<file path="src/design/lcdt_pkg.sv">
`timescale 1ns / 1ps
`default_nettype none

package lcdt_pkg;

    // Mode codes as seen on the result port.
    localparam logic [1:0] MODE_HBLANK = 2'd0;
    localparam logic [1:0] MODE_VBLANK = 2'd1;
    localparam logic [1:0] MODE_OAM    = 2'd2;
    localparam logic [1:0] MODE_XFER   = 2'd3;

    localparam int unsigned LEN_HBLANK = 204;
    localparam int unsigned LEN_VBLANK = 456;
    localparam int unsigned LEN_OAM    = 80;
    localparam int unsigned LEN_XFER   = 172;

    localparam logic [7:0] LINE_VBLANK_START = 8'd144;
    localparam logic [7:0] LINE_LAST         = 8'd153;

    localparam int unsigned ACC_W  = 9;
    localparam int unsigned SUM_W  = 10;
    localparam int unsigned ADDR_W = 3;

    // Register indexes, taken from paddr[2].
    localparam logic REG_LINE_COMPARE = 1'b0;
    localparam logic REG_STAT_EN      = 1'b1;

    // Status interrupt enable bits.
    localparam int unsigned EN_HBLANK = 0;
    localparam int unsigned EN_VBLANK = 1;
    localparam int unsigned EN_OAM    = 2;
    localparam int unsigned EN_LYC    = 3;

    typedef enum logic [3:0] {
        ST_HBLANK = 4'b0001,
        ST_VBLANK = 4'b0010,
        ST_OAM    = 4'b0100,
        ST_XFER   = 4'b1000
    } t_mode_state;

    typedef struct packed {
        logic [7:0] line_compare;
        logic [3:0] stat_irq_enables;
    } t_cfg;

    typedef struct packed {
        logic [1:0] mode;
        logic [7:0] line;
        logic       coincidence;
        logic       stat_irq;
        logic       vblank_irq;
        logic       in_vblank;
        logic       render_strobe;
        logic       search_strobe;
    } t_result;

    function automatic logic [1:0] mode_code(input t_mode_state st);
        logic [1:0] code;
        unique case (st)
            ST_HBLANK: code = MODE_HBLANK;
            ST_VBLANK: code = MODE_VBLANK;
            ST_OAM:    code = MODE_OAM;
            ST_XFER:   code = MODE_XFER;
            default:   code = MODE_HBLANK;
        endcase
        return code;
    endfunction

    function automatic logic [SUM_W-1:0] mode_length(input t_mode_state st);
        logic [SUM_W-1:0] len;
        unique case (st)
            ST_HBLANK: len = SUM_W'(LEN_HBLANK);
            ST_VBLANK: len = SUM_W'(LEN_VBLANK);
            ST_OAM:    len = SUM_W'(LEN_OAM);
            ST_XFER:   len = SUM_W'(LEN_XFER);
            default:   len = SUM_W'(LEN_HBLANK);
        endcase
        return len;
    endfunction

endpackage

`default_nettype wire

</file>
<file path="src/design/lcdt_apb.sv">
`timescale 1ns / 1ps
`default_nettype none

module lcdt_apb
    import lcdt_pkg::*;
(
    input  wire logic              i_clk,
    input  wire logic              i_rst_n,
    input  wire logic              psel,
    input  wire logic              penable,
    input  wire logic              pwrite,
    input  wire logic [ADDR_W-1:0] paddr,
    input  wire logic [31:0]       pwdata,
    output logic      [31:0]       prdata,
    output logic                   pready,
    output t_cfg                   o_cfg
);

    logic [7:0] r_line_compare;
    logic [3:0] r_stat_en;
    logic       wr_en;

    assign pready = 1'b1;
    assign wr_en  = psel && penable && pwrite && pready;

    always_ff @(posedge i_clk) begin
        if (!i_rst_n) begin
            r_line_compare <= '0;
            r_stat_en      <= '0;
        end else if (wr_en) begin
            unique case (paddr[2])
                REG_LINE_COMPARE: r_line_compare <= pwdata[7:0];
                REG_STAT_EN:      r_stat_en      <= pwdata[3:0];
                default:          r_stat_en      <= r_stat_en;
            endcase
        end
    end

    always_comb begin
        unique case (paddr[2])
            REG_LINE_COMPARE: prdata = {24'd0, r_line_compare};
            REG_STAT_EN:      prdata = {28'd0, r_stat_en};
            default:          prdata = '0;
        endcase
    end

    assign o_cfg.line_compare     = r_line_compare;
    assign o_cfg.stat_irq_enables = r_stat_en;

endmodule

`default_nettype wire

</file>
<file path="src/design/lcdt_step.sv">
`timescale 1ns / 1ps
`default_nettype none

module lcdt_step
    import lcdt_pkg::*;
#(
    parameter int unsigned MAX_CYCLES = 24
) (
    input  wire logic       i_clk,
    input  wire logic       i_rst_n,
    input  wire logic       i_advance,
    input  wire logic       i_command,
    input  wire logic [4:0] i_cycles,
    input  wire t_cfg       i_cfg,
    output t_result         o_result
);

    localparam logic [6:0] MaxC = 7'(MAX_CYCLES);

    t_mode_state      r_mode, n_mode;
    logic [ACC_W-1:0] r_acc, n_acc;
    logic [7:0]       r_line, n_line;
    logic             r_coin, n_coin;
    logic             r_vblank, n_vblank;

    logic [6:0]       cyc_ext;
    logic [6:0]       cyc_sat;
    logic [SUM_W-1:0] sum;
    logic [SUM_W-1:0] len;
    logic [SUM_W-1:0] rem;
    logic [7:0]       line_inc;
    logic             lyc_hit;
    logic             stat, vbi, rend, srch;

    assign cyc_ext  = {2'b00, i_cycles};
    assign cyc_sat  = (cyc_ext > MaxC) ? MaxC : cyc_ext;
    assign sum      = SUM_W'(r_acc) + SUM_W'(cyc_sat);
    assign len      = mode_length(r_mode);
    assign rem      = sum - len;
    assign line_inc = r_line + 8'd1;
    assign lyc_hit  = (line_inc == i_cfg.line_compare);

    always_comb begin
        n_mode   = r_mode;
        n_acc    = r_acc;
        n_line   = r_line;
        n_coin   = r_coin;
        n_vblank = r_vblank;
        stat     = 1'b0;
        vbi      = 1'b0;
        rend     = 1'b0;
        srch     = 1'b0;
        if (i_command) begin
            n_line = '0;
        end else if (sum >= len) begin
            n_acc = rem[ACC_W-1:0];
            unique case (r_mode)
                ST_HBLANK: begin
                    n_line = line_inc;
                    n_coin = lyc_hit;
                    stat   = lyc_hit && i_cfg.stat_irq_enables[EN_LYC];
                    if (line_inc == LINE_VBLANK_START) begin
                        n_mode   = ST_VBLANK;
                        n_vblank = 1'b1;
                        vbi      = 1'b1;
                        stat     = stat || i_cfg.stat_irq_enables[EN_VBLANK];
                    end else begin
                        n_mode = ST_OAM;
                        srch   = 1'b1;
                        stat   = stat || i_cfg.stat_irq_enables[EN_OAM];
                    end
                end
                ST_VBLANK: begin
                    n_line = line_inc;
                    n_coin = lyc_hit;
                    stat   = lyc_hit && i_cfg.stat_irq_enables[EN_LYC];
                    // The compare above sees line 154; only then does the line wrap.
                    if (line_inc > LINE_LAST) begin
                        n_line   = '0;
                        n_mode   = ST_OAM;
                        n_vblank = 1'b0;
                        srch     = 1'b1;
                        stat     = stat || i_cfg.stat_irq_enables[EN_OAM];
                    end
                end
                ST_OAM: begin
                    n_mode = ST_XFER;
                end
                ST_XFER: begin
                    n_mode = ST_HBLANK;
                    rend   = 1'b1;
                    stat   = i_cfg.stat_irq_enables[EN_HBLANK];
                end
                default: begin
                    n_mode = ST_HBLANK;
                end
            endcase
        end else begin
            n_acc = sum[ACC_W-1:0];
        end
    end

    always_ff @(posedge i_clk) begin
        if (!i_rst_n) begin
            r_mode   <= ST_HBLANK;
            r_acc    <= '0;
            r_line   <= '0;
            r_coin   <= 1'b0;
            r_vblank <= 1'b0;
        end else if (i_advance) begin
            r_mode   <= n_mode;
            r_acc    <= n_acc;
            r_line   <= n_line;
            r_coin   <= n_coin;
            r_vblank <= n_vblank;
        end
    end

    assign o_result.mode          = mode_code(n_mode);
    assign o_result.line          = n_line;
    assign o_result.coincidence   = n_coin;
    assign o_result.stat_irq      = stat;
    assign o_result.vblank_irq    = vbi;
    assign o_result.in_vblank     = n_vblank;
    assign o_result.render_strobe = rend;
    assign o_result.search_strobe = srch;

    // The vblank flag follows the mode exactly, since clearing the line keeps the mode.
    a_vblank_matches_mode: assert property (@(posedge i_clk) disable iff (!i_rst_n)
        r_vblank == (r_mode == ST_VBLANK))
        else $error("vblank flag out of step with mode");

    a_acc_below_length: assert property (@(posedge i_clk) disable iff (!i_rst_n)
        SUM_W'(r_acc) < mode_length(r_mode))
        else $error("cycle accumulator reached the mode length");

    a_state_held: assert property (@(posedge i_clk) disable iff (!i_rst_n)
        !i_advance |=> ($stable(r_mode) && $stable(r_line) && $stable(r_acc)))
        else $error("timing state changed without a transaction");

endmodule

`default_nettype wire

</file>
<file path="src/design/lcd_mode_line_timing.sv">
`timescale 1ns / 1ps
`default_nettype none

// LCD mode and scanline timing.
// Input channel (i_valid/o_ready) carries one command per transaction: either
// advance by i_cycles elapsed clock cycles, saturated at MAX_CYCLES, or clear
// the line counter. Each input transaction produces exactly one result
// transaction (o_valid/i_ready) with the mode, line, coincidence flag, vblank
// flag, and the interrupt and strobe pulses caused by that command.
// An accepted command waits in the input register and feeds the timing update,
// which lands in the result register once that is free or being drained.
// Throughput is one item per cycle while the receiver keeps up; the single stage
// between the registers does the accumulate, mode length compare and line increment.
// When the receiver stalls, the result register holds and the input register
// keeps one more item, so o_ready drops only once both are full.
// Configuration uses an APB-style port: line_compare at 0x0, the status
// interrupt enables at 0x4. Write it only while the block is idle.
// Synchronous reset clears both registers stages, the configuration and the
// timing state (line 0, hblank, accumulator 0, flags clear).

module lcd_mode_line_timing
    import lcdt_pkg::*;
#(
    parameter int unsigned MAX_CYCLES = 24
) (
    input  wire logic              i_clk,
    input  wire logic              i_rst_n,
    input  wire logic              i_valid,
    output logic                   o_ready,
    input  wire logic              i_command,
    input  wire logic [4:0]        i_cycles,
    output logic                   o_valid,
    input  wire logic              i_ready,
    output logic      [1:0]        o_mode,
    output logic      [7:0]        o_line,
    output logic                   o_coincidence,
    output logic                   o_stat_irq,
    output logic                   o_vblank_irq,
    output logic                   o_in_vblank,
    output logic                   o_render_strobe,
    output logic                   o_search_strobe,
    input  wire logic              psel,
    input  wire logic              penable,
    input  wire logic              pwrite,
    input  wire logic [ADDR_W-1:0] paddr,
    input  wire logic [31:0]       pwdata,
    output logic      [31:0]       prdata,
    output logic                   pready
);

    t_cfg       cfg;
    t_result    step_result;
    t_result    r_out;
    logic       r_out_valid;
    logic       r_in_valid;
    logic       r_in_cmd;
    logic [4:0] r_in_cycles;
    logic       advance;

    lcdt_apb u_apb (
        .i_clk   (i_clk),
        .i_rst_n (i_rst_n),
        .psel    (psel),
        .penable (penable),
        .pwrite  (pwrite),
        .paddr   (paddr),
        .pwdata  (pwdata),
        .prdata  (prdata),
        .pready  (pready),
        .o_cfg   (cfg)
    );

    lcdt_step #(
        .MAX_CYCLES (MAX_CYCLES)
    ) u_step (
        .i_clk     (i_clk),
        .i_rst_n   (i_rst_n),
        .i_advance (advance),
        .i_command (r_in_cmd),
        .i_cycles  (r_in_cycles),
        .i_cfg     (cfg),
        .o_result  (step_result)
    );

    // The held item moves on whenever the result register is free or being drained.
    assign advance = r_in_valid && (!r_out_valid || i_ready);
    assign o_ready = !r_in_valid || advance;

    always_ff @(posedge i_clk) begin
        if (!i_rst_n) begin
            r_in_valid <= 1'b0;
        end else if (o_ready) begin
            r_in_valid <= i_valid;
        end
    end

    always_ff @(posedge i_clk) begin
        if (i_valid && o_ready) begin
            r_in_cmd    <= i_command;
            r_in_cycles <= i_cycles;
        end
    end

    always_ff @(posedge i_clk) begin
        if (!i_rst_n) begin
            r_out_valid <= 1'b0;
        end else if (advance) begin
            r_out_valid <= 1'b1;
        end else if (i_ready) begin
            r_out_valid <= 1'b0;
        end
    end

    always_ff @(posedge i_clk) begin
        if (advance) begin
            r_out <= step_result;
        end
    end

    assign o_valid         = r_out_valid;
    assign o_mode          = r_out.mode;
    assign o_line          = r_out.line;
    assign o_coincidence   = r_out.coincidence;
    assign o_stat_irq      = r_out.stat_irq;
    assign o_vblank_irq    = r_out.vblank_irq;
    assign o_in_vblank     = r_out.in_vblank;
    assign o_render_strobe = r_out.render_strobe;
    assign o_search_strobe = r_out.search_strobe;

    a_render_in_hblank: assert property (@(posedge i_clk) disable iff (!i_rst_n)
        (o_valid && o_render_strobe) |-> (o_mode == MODE_HBLANK))
        else $error("render strobe without entering hblank");

    a_search_in_oam: assert property (@(posedge i_clk) disable iff (!i_rst_n)
        (o_valid && o_search_strobe) |-> (o_mode == MODE_OAM && !o_in_vblank))
        else $error("search strobe without entering oam search");

    a_vblank_irq_line: assert property (@(posedge i_clk) disable iff (!i_rst_n)
        (o_valid && o_vblank_irq) |->
            (o_in_vblank && o_line == LINE_VBLANK_START && o_mode == MODE_VBLANK))
        else $error("vblank interrupt outside vblank entry");

    a_no_overrun: assert property (@(posedge i_clk) disable iff (!i_rst_n)
        (r_in_valid && r_out_valid && !i_ready) |-> !o_ready)
        else $error("input accepted with both stages full");

endmodule

`default_nettype wire

</file>
<file path="config.mk">
export PLATFORM = sky130hd
export DESIGN_NAME = lcd_mode_line_timing
export DESIGN_NICKNAME = d
export VERILOG_FILES = /design/src/design/lcdt_pkg.sv /design/src/design/lcdt_apb.sv /design/src/design/lcdt_step.sv /design/src/design/lcd_mode_line_timing.sv
export SDC_FILE = /design/constraint.sdc
export NUM_CORES = 1
export LEC_CHECK = 0
export BUFFER_PORTS_ARGS = -buffer_cell sky130_fd_sc_hd__buf_2
export CORE_MARGIN = 5
export CORE_UTILIZATION = 25
export CTS_CLUSTER_SIZE = 14
export DETAILED_ROUTE_END_ITERATION = 10
export PLACE_DENSITY = 0.55
export SLEW_MARGIN = 20
export SYNTH_ARGS = -nofsm -noshare
export SYNTH_HDL_FRONTEND = slang
export SYNTH_SLANG_ARGS = --single-unit
export TNS_END_PERCENT = 30
</file>
<file path="constraint.sdc">
create_clock -name i_clk -period 5.14 [get_ports i_clk]
set_input_delay 0.514 -clock i_clk [delete_from_list [all_inputs] [get_ports i_clk]]
set_output_delay 0.514 -clock i_clk [all_outputs]
set_load 0.01 [all_outputs]
</file>
==> metrics.csv, run 1 <==
metric,value,unit
drt pass-1 iters,5,
"Area growth, synth to finish",14.96,%
Mapped Area,3980,µm²
final hold violation count,0,
"Worst Path Class, Setup",register to register,
Worst Path Max Fanout,10,
switching share of power,24.52,%
post-route ant nets,0,
"most common cell after layout, fill and taps aside",nand2_1,
Via density,4.704,
Comb pwr share,10.3,%
hpwl dp,7.780,mm
"commonest non-fill, non-tap cells in the layout","63 x nand2_1, 47 x buf_2, 37 x dfxtp_1",
CP endpoint kind,register,
number of synthesized register bits,59,
Mapped Cells,469,
share of layout cells above drive strength 1,15.16,%
vias in the first global route,3321,
Mean Syn Cell Area,8.486,µm²
critical path arrival,4330,ps
top post-synthesis cells by area,"dfxtp_1 19%, edfxtp_1 17%, nand2_1 5.9%, buf_4 4.9%, ha_1 4.4%",
full die area,18540,µm²
Synth top area share,18.61,%
period utilization,83.08,%
Die Height,136.2,µm
Max Buffers Root-to-Sink,2,
worst slew pin tran,883.0,ps
Routed WL per cell,14.15,µm
GPL Wtd Cong,0.8502,
sw power,297.6,µW
Final TNS setup,0,ps
RSZ-0062 raised after global routing,false,
Max Cap Viol,0,
"Top FF cell, synth",dfxtp_1,
CTS H-Tree Depth,3,
Top Usage Layer GRT,met2,
total track usage,11.36,%
Tightest Hold Check Type,primary input to register,
DRC errors left,0,
Setup Buffers After CTS,0,
static leakage,0.001815,µW
clock root cell,clkbuf_16,
initial DRC count,183,
CTS Hold Bufs,0,
Post-synth ARST share,0,%
cell-internal power,915.8,µW
detailed-route via count,3406,
Non-Filler Instances,724,
initial antenna violation count,0,
Cells after DPL,708,
cell taking the most area after synthesis,dfxtp_1,
worst vdd ir,161.8,µV
Worst slew margin,40.59,%
met1 usage,15.67,%
Slew Limit Fails,0,
status,finished clean,
I/O pin total,99,
global routing usage on met3,3.479,%
number of I/O port buffers,47,
first-pass GRT wire length,16.57,mm
CTS tree,built,
gr ovfl total,0,
clock sink count,59,
Final Critical Period,4270,ps
Clock transition at path regs,50,ps
Fmax,234.2,MHz
sequential share of the synthesized area,35.21,%
Starting Density,25.24,%
met2 Use GR,16.62,%
"EDFF count, synth",22,
Clock Latency Late Sink,330,ps
Clk pwr share,47.8,%
Post-CTS Resized,0,
Inserted Diodes,0,
yosys warns,0,
power density over cell area,265.2,nW/µm²
final wirelength,10.25,mm
Final #Nets,567,
Setup-failing EPs final,0,
total CTS buffers,9,
required time of the critical path,5200,ps
Die W,136.2,µm
Clock Skews,9.176,ps
Flop pwr share,42.0,%
largest net degree at the start of global routing,35,
Rows,46,
Synth cell types,69,
CORE AREA,15770,µm²
CP startpoint kind,register,
-- power groups by stage --
stage	Sequential [µW]	Clock, µW	Combinational, µW
3_5_place_dp	519	0	124
5_1_grt	511	617	141
2_1_floorplan	517	0	99.8
4_1_cts	509	597	125
3_3_place_gp	518	0	121
6_report	509	580	125
-- area by class of cell --
class	count	area, µm²
fillers	1696	11190
flip-flops and latches	59	1401
multi-input cells	371	2320
clock inverters	6	56.30
clock buffers	10	229.0
repair buffers	49	250.2
inverters	13	48.80
well taps	216	270.3
-- critical path: stages, from the launching register on --
cell and delay, ps:
edfxtp_1 350, nand2_1 80, and2_1 170, ha_1 220, fa_1 410, a21o_1 190, nand2_1 70, a21oi_1 90
and3_1 200, xor2_1 160, ha_1 350, and4_1 230, a41o_1 270, a41o_1 270, o21ai_2 410, nor2_2 210
a21oi_1 260, nor2_1 60
-- logic make-up (layout without fill, tap and decap cells) --
kind of cell | after synthesis | count (layout) | synth area share, %
and+or+nand+nor | 178 | 178 | 22.35
AOI/OAI and AO/OA | 118 | 118 | 20.18
buffers and inverters | 62 | 78 | 8.676
DFF | 59 | 59 | 35.21
xor gates and xnor gates | 22 | 22 | 4.841
adders and majority gates | 16 | 16 | 5.407
muxes | 12 | 12 | 3.144
other | 2 | 25 | 0.1887
-- final timing paths --
check | end | slack [ps] | cells after the start | from
worst max-delay path | o_line[0] | 870 | 17 | r_in_cycles[3]
worst min-delay path | r_in_cycles[3] | 350 | 1 | i_cycles[3]
worst max register to register | o_line[0] | 870 | 17 | r_in_cycles[3]
worst min register to register | u_step.r_acc[2] | 480 | 2 | u_step.r_acc[2]
-- layer usage --
metal / share of wire [%] / up-vias
met5: 0 / -
met4: 1.9 / 0
met3: 7.7 / 13
met2: 42 / 113
met1: 48 / 1588
li1: - / 1692
-- cell usage after synthesis, types with 3 or more instances --
cell      instances
ha_1             14
a21oi_1          22
xor2_1            6
o31a_1            3
o31ai_1           3
o211a_1           3
dfxtp_1          37
clkbuf_1         15
nor2_1           28
a211oi_1          6
o22ai_1           3
o21ai_0          25
mux2i_1           8
a21o_1            4
buf_2             6
nor4_1            3
xnor2_1          16
buf_4            26
nand2_1          63
nor3_1           11
edfxtp_1         22
a22oi_1           5
nor2b_1          22
and2_1            8
mux2_2            4
inv_1            13
o21a_1            5
a31oi_1           3
nor3b_1           3
nand4_1           4
a21boi_0         16
nand3_1          16
-- registers in the layout, summed over array words and instances, names as in the netlist, 2 cells and up --
name and count:
u_step.r_mode 4, u_step.r_acc 9, u_apb.r_line_compare 8, u_apb.r_stat_en 4, u_step.r_line 8, r_in_cycles 5
o_line 8, o_mode 2
-- per-stage QoR --
stage | util [%] | power [µW] | worst slack (ps) | hold slack (ps) | cell area (µm²)
after floorplan | - | 617.2 | 1336 | 445.3 | 4066
after global placement | 27.21 | 639.2 | 953.8 | 459.2 | 4290
after detailed placement | 27.21 | 642.6 | 903.2 | 475.0 | 4290
after CTS | 29.01 | 1231 | 881.2 | 339.5 | 4576
after global routing | 29.01 | 1269 | 501.8 | 338.7 | 4576
final | 29.01 | 1213 | 869.9 | 353.9 | 4576
Power figures use the tool's default switching activity.
==> inputs of run 2 (changes only) <==
- clock period: 5.14 -> 4.15 ns (I/O delays scaled with it)
==> metrics.csv, run 2 (synthesis results as in run 1) <==
metric,value,unit,change
Worst Path Max Fanout,10,,unchanged
drt pass-1 iters,5,,unchanged
critical path arrival,3940,ps,-390 ps
final wirelength,10.79,mm,+5.3%
Die W,136.2,µm,unchanged
Final #Nets,577,,+1.8%
Fmax,257.3,MHz,+9.9%
gr ovfl total,0,,unchanged
Worst slew margin,18.91,%,-22 points
Max Buffers Root-to-Sink,2,,unchanged
"most common cell after layout, fill and taps aside",nand2_1,,
first-pass GRT wire length,17.57,mm,+6.0%
period utilization,93.65,%,+11 points
largest net degree at the start of global routing,35,,unchanged
Via density,4.759,,+1.2%
Slew Limit Fails,0,,unchanged
largest register by flop count,u_step.r_acc,,
Routed WL per cell,14.70,µm,+3.9%
Non-Filler Instances,734,,+1.4%
CP startpoint kind,register,,
total CTS buffers,9,,unchanged
"Worst Path Class, Setup",register to register,,
CTS tree,built,,
Clock Skews,6.162,ps,-3.015 ps
clock root cell,clkbuf_16,,
Die Height,136.2,µm,unchanged
Clock transition at path regs,50,ps,about the same
status,finished clean,,
Cells after DPL,717,,+1.3%
required time of the critical path,4200,ps,-1000 ps
RSZ-0062 raised after global routing,false,,
CP endpoint kind,register,,
final hold violation count,0,,unchanged
Inserted Diodes,0,,unchanged
Final Critical Period,3887,ps,-383.5 ps
I/O pin total,99,,unchanged
worst vdd ir,183.8,µV,+14%
"commonest non-fill, non-tap cells in the layout","63 x nand2_1, 48 x buf_2, 37 x dfxtp_1",,
Starting Density,25.24,%,unchanged
power density over cell area,316.9,nW/µm²,+20%
worst slew pin tran,1205,ps,+322.2 ps
initial DRC count,196,,+7.1%
CTS Hold Bufs,0,,unchanged
DRC errors left,0,,unchanged
static leakage,0.001868,µW,+2.9%
Max Cap Viol,0,,unchanged
"Area growth, synth to finish",19.65,%,
Multi-input gate area,2424,µm²,+4.5%
share of layout cells above drive strength 1,18.92,%,+3.8 points
max reg flops,9,,unchanged
post-route ant nets,0,,unchanged
sequential cell area,1401,µm²,unchanged
Clock Latency Late Sink,330,ps,about the same
CORE AREA,15770,µm²,unchanged
hpwl dp,7.993,mm,+2.7%
hold_ws,262.8,ps,-91.09 ps
Rows,46,,unchanged
Filler cells,1717,,+1.2%
number of I/O port buffers,47,,unchanged
Setup-failing EPs final,0,,unchanged
Tightest Hold Check Type,primary input to register,,
Final TNS setup,0,ps,unchanged
clock sink count,59,,unchanged
vias in the first global route,3402,,+2.4%
full die area,18540,µm²,unchanged
detailed-route via count,3493,,+2.6%
initial antenna violation count,0,,unchanged
GPL Wtd Cong,0.8760,,+3.0%
total track usage,11.94,%,+0.58 points
CTS H-Tree Depth,3,,unchanged
==> run 2: layer usage <==
layer  global-route usage (%)  vias up  share of wire, %
met3                    3.553       10               7.1
met1                    16.96     1653                50
met5                        0        -                 0
met2                    17.03      116                42
met4                    4.255        0               1.7
li1                         -     1714                 -
==> run 2: power breakdown <==
part / switching, µW / internal [µW] / total (µW)
Sequential: 13.5 / 618 / 632
Combinational: 103 / 65.9 / 169
Clock: 251 / 457 / 708
==> run 2: stage by stage <==
stage | total power (µW) | area [µm²] | setup WS [ps] | utilization, %
finish | 1509 | 4762 | 263.4 | 30.20
detailed placement | 801.5 | 4370 | 80.68 | 27.71
CTS | 1517 | 4649 | 25.59 | 29.48
global placement | 797.4 | 4370 | 61.77 | 27.71
floorplan | 764.4 | 4066 | 345.8 | -
global route | 1579 | 4762 | 14.13 | 30.20
==> run 2: final timing paths <==
| kind | end | depth (start not counted) | start | slack (ps) |
|---|---|---|---|---|
| max | o_line[7] | 17 | r_in_cycles[4] | 260 |
| min | r_in_cycles[2] | 1 | i_cycles[2] | 260 |
| max reg2reg | o_line[7] | 17 | r_in_cycles[4] | 260 |
| min reg2reg | u_step.r_acc[2] | 2 | u_step.r_acc[2] | 470 |
==> run 2: critical path, stage by stage, from the launching register on <==
cell,delay (ps)
edfxtp_1,350
nand2_1,80
and2_1,170
ha_1,220
fa_2,370
a21o_1,180
nand2_1,80
a21oi_2,70
and3_1,210
xor2_2,200
ha_4,240
and4_1,190
a41o_1,280
a41o_2,300
o21ai_4,230
nor2_4,120
a22oi_2,250
nor2_1,60
==> run 2: final cells by class <==
type / instances / share of cell area (%)
Timing Repair Buffer: 59 / 7.120
Clock buffer: 11 / 4.887
Clock inverter: 5 / 0.9721
Sequential cell: 59 / 29.43
Tap cell: 216 / 5.675
Inverter: 13 / 1.025
Multi-Input combinational cell: 371 / 50.89
==> run 2: what timing repair did <==
action,4_1_cts,5_1_grt
setup buffers,0,0
resized for setup,0,20
endpoints found under the setup margin,0,30
==> inputs of run 3 (changes only) <==
- CTS_BUF_LIST: unset -> sky130_fd_sc_hd__clkbuf_8
- PLACE_DENSITY: 0.55 -> 0.46
==> metrics.csv, run 3 (synthesis results as in run 1) <==
metric,value,unit,change
status,finished clean,,
drt pass-1 iters,4,,-1
CP endpoint kind,register,,
CP startpoint kind,register,,
Clk pwr share,35.0,%,-12 points
Clock Skews,12.67,ps,+6.509 ps
Die Height,136.2,µm,unchanged
GPL Wtd Cong,0.8633,,-1.4%
static leakage,0.001820,µW,-2.5%
DRC errors left,0,,unchanged
initial antenna violation count,0,,unchanged
Non-Filler Instances,733,,-0.14%
Slew Limit Fails,0,,unchanged
switching share of power,27.88,%,+3.5 points
Worst Path Max Fanout,9,,-1
cell-internal power,884.0,µW,-23%
final hold violation count,0,,unchanged
period utilization,94.55,%,+0.90 points
Comb pwr share,13.5,%,+2.3 points
Rows,46,,unchanged
Via density,4.670,,-1.9%
Final TNS setup,0,ps,unchanged
detailed-route via count,3423,,-2.0%
hpwl dp,8.034,mm,+0.52%
Filler cells,1761,,+2.6%
final wirelength,10.61,mm,-1.7%
clock sink count,59,,unchanged
CTS H-Tree Depth,3,,unchanged
Die W,136.2,µm,unchanged
total track usage,11.51,%,-0.42 points
I/O pin total,99,,unchanged
Fmax,254.9,MHz,-0.95%
CTS tree,built,,
"most common cell after layout, fill and taps aside",nand2_1,,
Flop pwr share,51.4,%,+9.5 points
critical path arrival,4090,ps,+150 ps
vias in the first global route,3276,,-3.7%
share of layout cells above drive strength 1,17.99,%,-0.93 points
Worst slew margin,56.77,%,+38 points
CORE AREA,15770,µm²,unchanged
power density over cell area,266.1,nW/µm²,-16%
full die area,18540,µm²,unchanged
worst vdd ir,182.5,µV,-0.73%
R2R Setup Slk,230,ps,-40 ps
gr ovfl total,0,,unchanged
Clock transition at path regs,70,ps,+20 ps
max reg flops,9,,unchanged
required time of the critical path,4320,ps,+120 ps
sw power,341.8,µW,-7.2%
Cells after DPL,718,,+0.14%
post-route ant nets,0,,unchanged
first-pass GRT wire length,16.84,mm,-4.1%
"Area growth, synth to finish",15.75,%,
Setup-failing EPs final,0,,unchanged
"commonest non-fill, non-tap cells in the layout","62 x nand2_1, 47 x buf_2, 37 x dfxtp_1",,
initial DRC count,190,,-3.1%
total power,1226,µW,-19%
Final Critical Period,3924,ps,+37.28 ps
clock root cell,clkbuf_8,,
hold_ws,240.1,ps,-22.72 ps
Max Buffers Root-to-Sink,2,,unchanged
"Worst Path Class, Setup",register to register,,
Tightest Hold Check Type,primary input to register,,
largest net degree at the start of global routing,35,,unchanged
Inserted Diodes,0,,unchanged
Clock Latency Late Sink,360,ps,+30 ps
Final #Nets,577,,unchanged
Starting Density,25.24,%,unchanged
worst slew pin tran,648.5,ps,-556.7 ps
total CTS buffers,9,,unchanged
number of I/O port buffers,47,,unchanged
largest register by flop count,u_step.r_acc,,
RSZ-0062 raised after global routing,false,,
Max Cap Viol,0,,unchanged
Routed WL per cell,14.47,µm,-1.6%
run 3: repair_timing:
| item | CTS | global route |
|---|---|---|
| buffers inserted | 0 | 0 |
| resized for setup | 1 | 15 |
| hold buffers | 0 | 0 |
| setup endpoints to repair | 1 | 22 |
| pin swaps | 0 | 1 |
run 3: critical path: stages, from the launching register on:
cell and delay (ps):
edfxtp_1 350, nand2_1 80, and2_1 160, ha_1 220, fa_2 370, a21o_1 180, nand2_1 70, a21oi_1 90
and3_1 200, xor2_1 160, ha_1 360, and4_1 220, a41o_1 290, a41o_2 300, o21ai_4 180, buf_6 170
o21ai_0 100, a21oi_1 240
run 3: cell type report:
class	count	area (µm²)	area share (%)
clock buffer	9	123.9	2.689
sequential	59	1401	30.42
timing repair buffer	59	341.6	7.414
tap	216	270.3	5.866
multi-input combinational	371	2396	52.01
clock inverter	6	25.02	0.5432
inverter	13	48.80	1.059
run 3: layer usage:
layer | up-vias | global-route usage (%) | share of wire [%]
met4 | 0 | 3.359 | 1.3
met2 | 105 | 16.98 | 43
met3 | 7 | 3.627 | 7.0
met1 | 1598 | 16.09 | 49
li1 | 1713 | - | -
met5 | - | 0 | 0
run 3: stage by stage:
| step | utilization, % | setup slack, ps | instance area (µm²) |
|---|---|---|---|
| finish | 29.21 | 226.1 | 4607 |
| detailed placement | 27.76 | 11.75 | 4378 |
| CTS | 28.73 | 10.61 | 4531 |
| floorplan | - | 345.8 | 4066 |
| global route | 29.21 | 28.93 | 4607 |
| global placement | 27.76 | 22.03 | 4378 |
run 3: worst paths after layout:
kind                         from               to  cells after the start
setup / recovery   r_in_cycles[3]        o_line[2]                     17
hold / removal        i_cycles[2]   r_in_cycles[2]                      1
setup reg to reg   r_in_cycles[3]        o_line[2]                     17
hold reg to reg   u_step.r_acc[2]  u_step.r_acc[2]                      2
run 3: power groups by stage:
stage	registers, µW	clock network [µW]	logic [µW]
2_1_floorplan	641	0	124
3_3_place_gp	642	0	157
3_5_place_dp	642	0	160
4_1_cts	630	447	161
5_1_grt	632	473	185
6_report	630	430	166
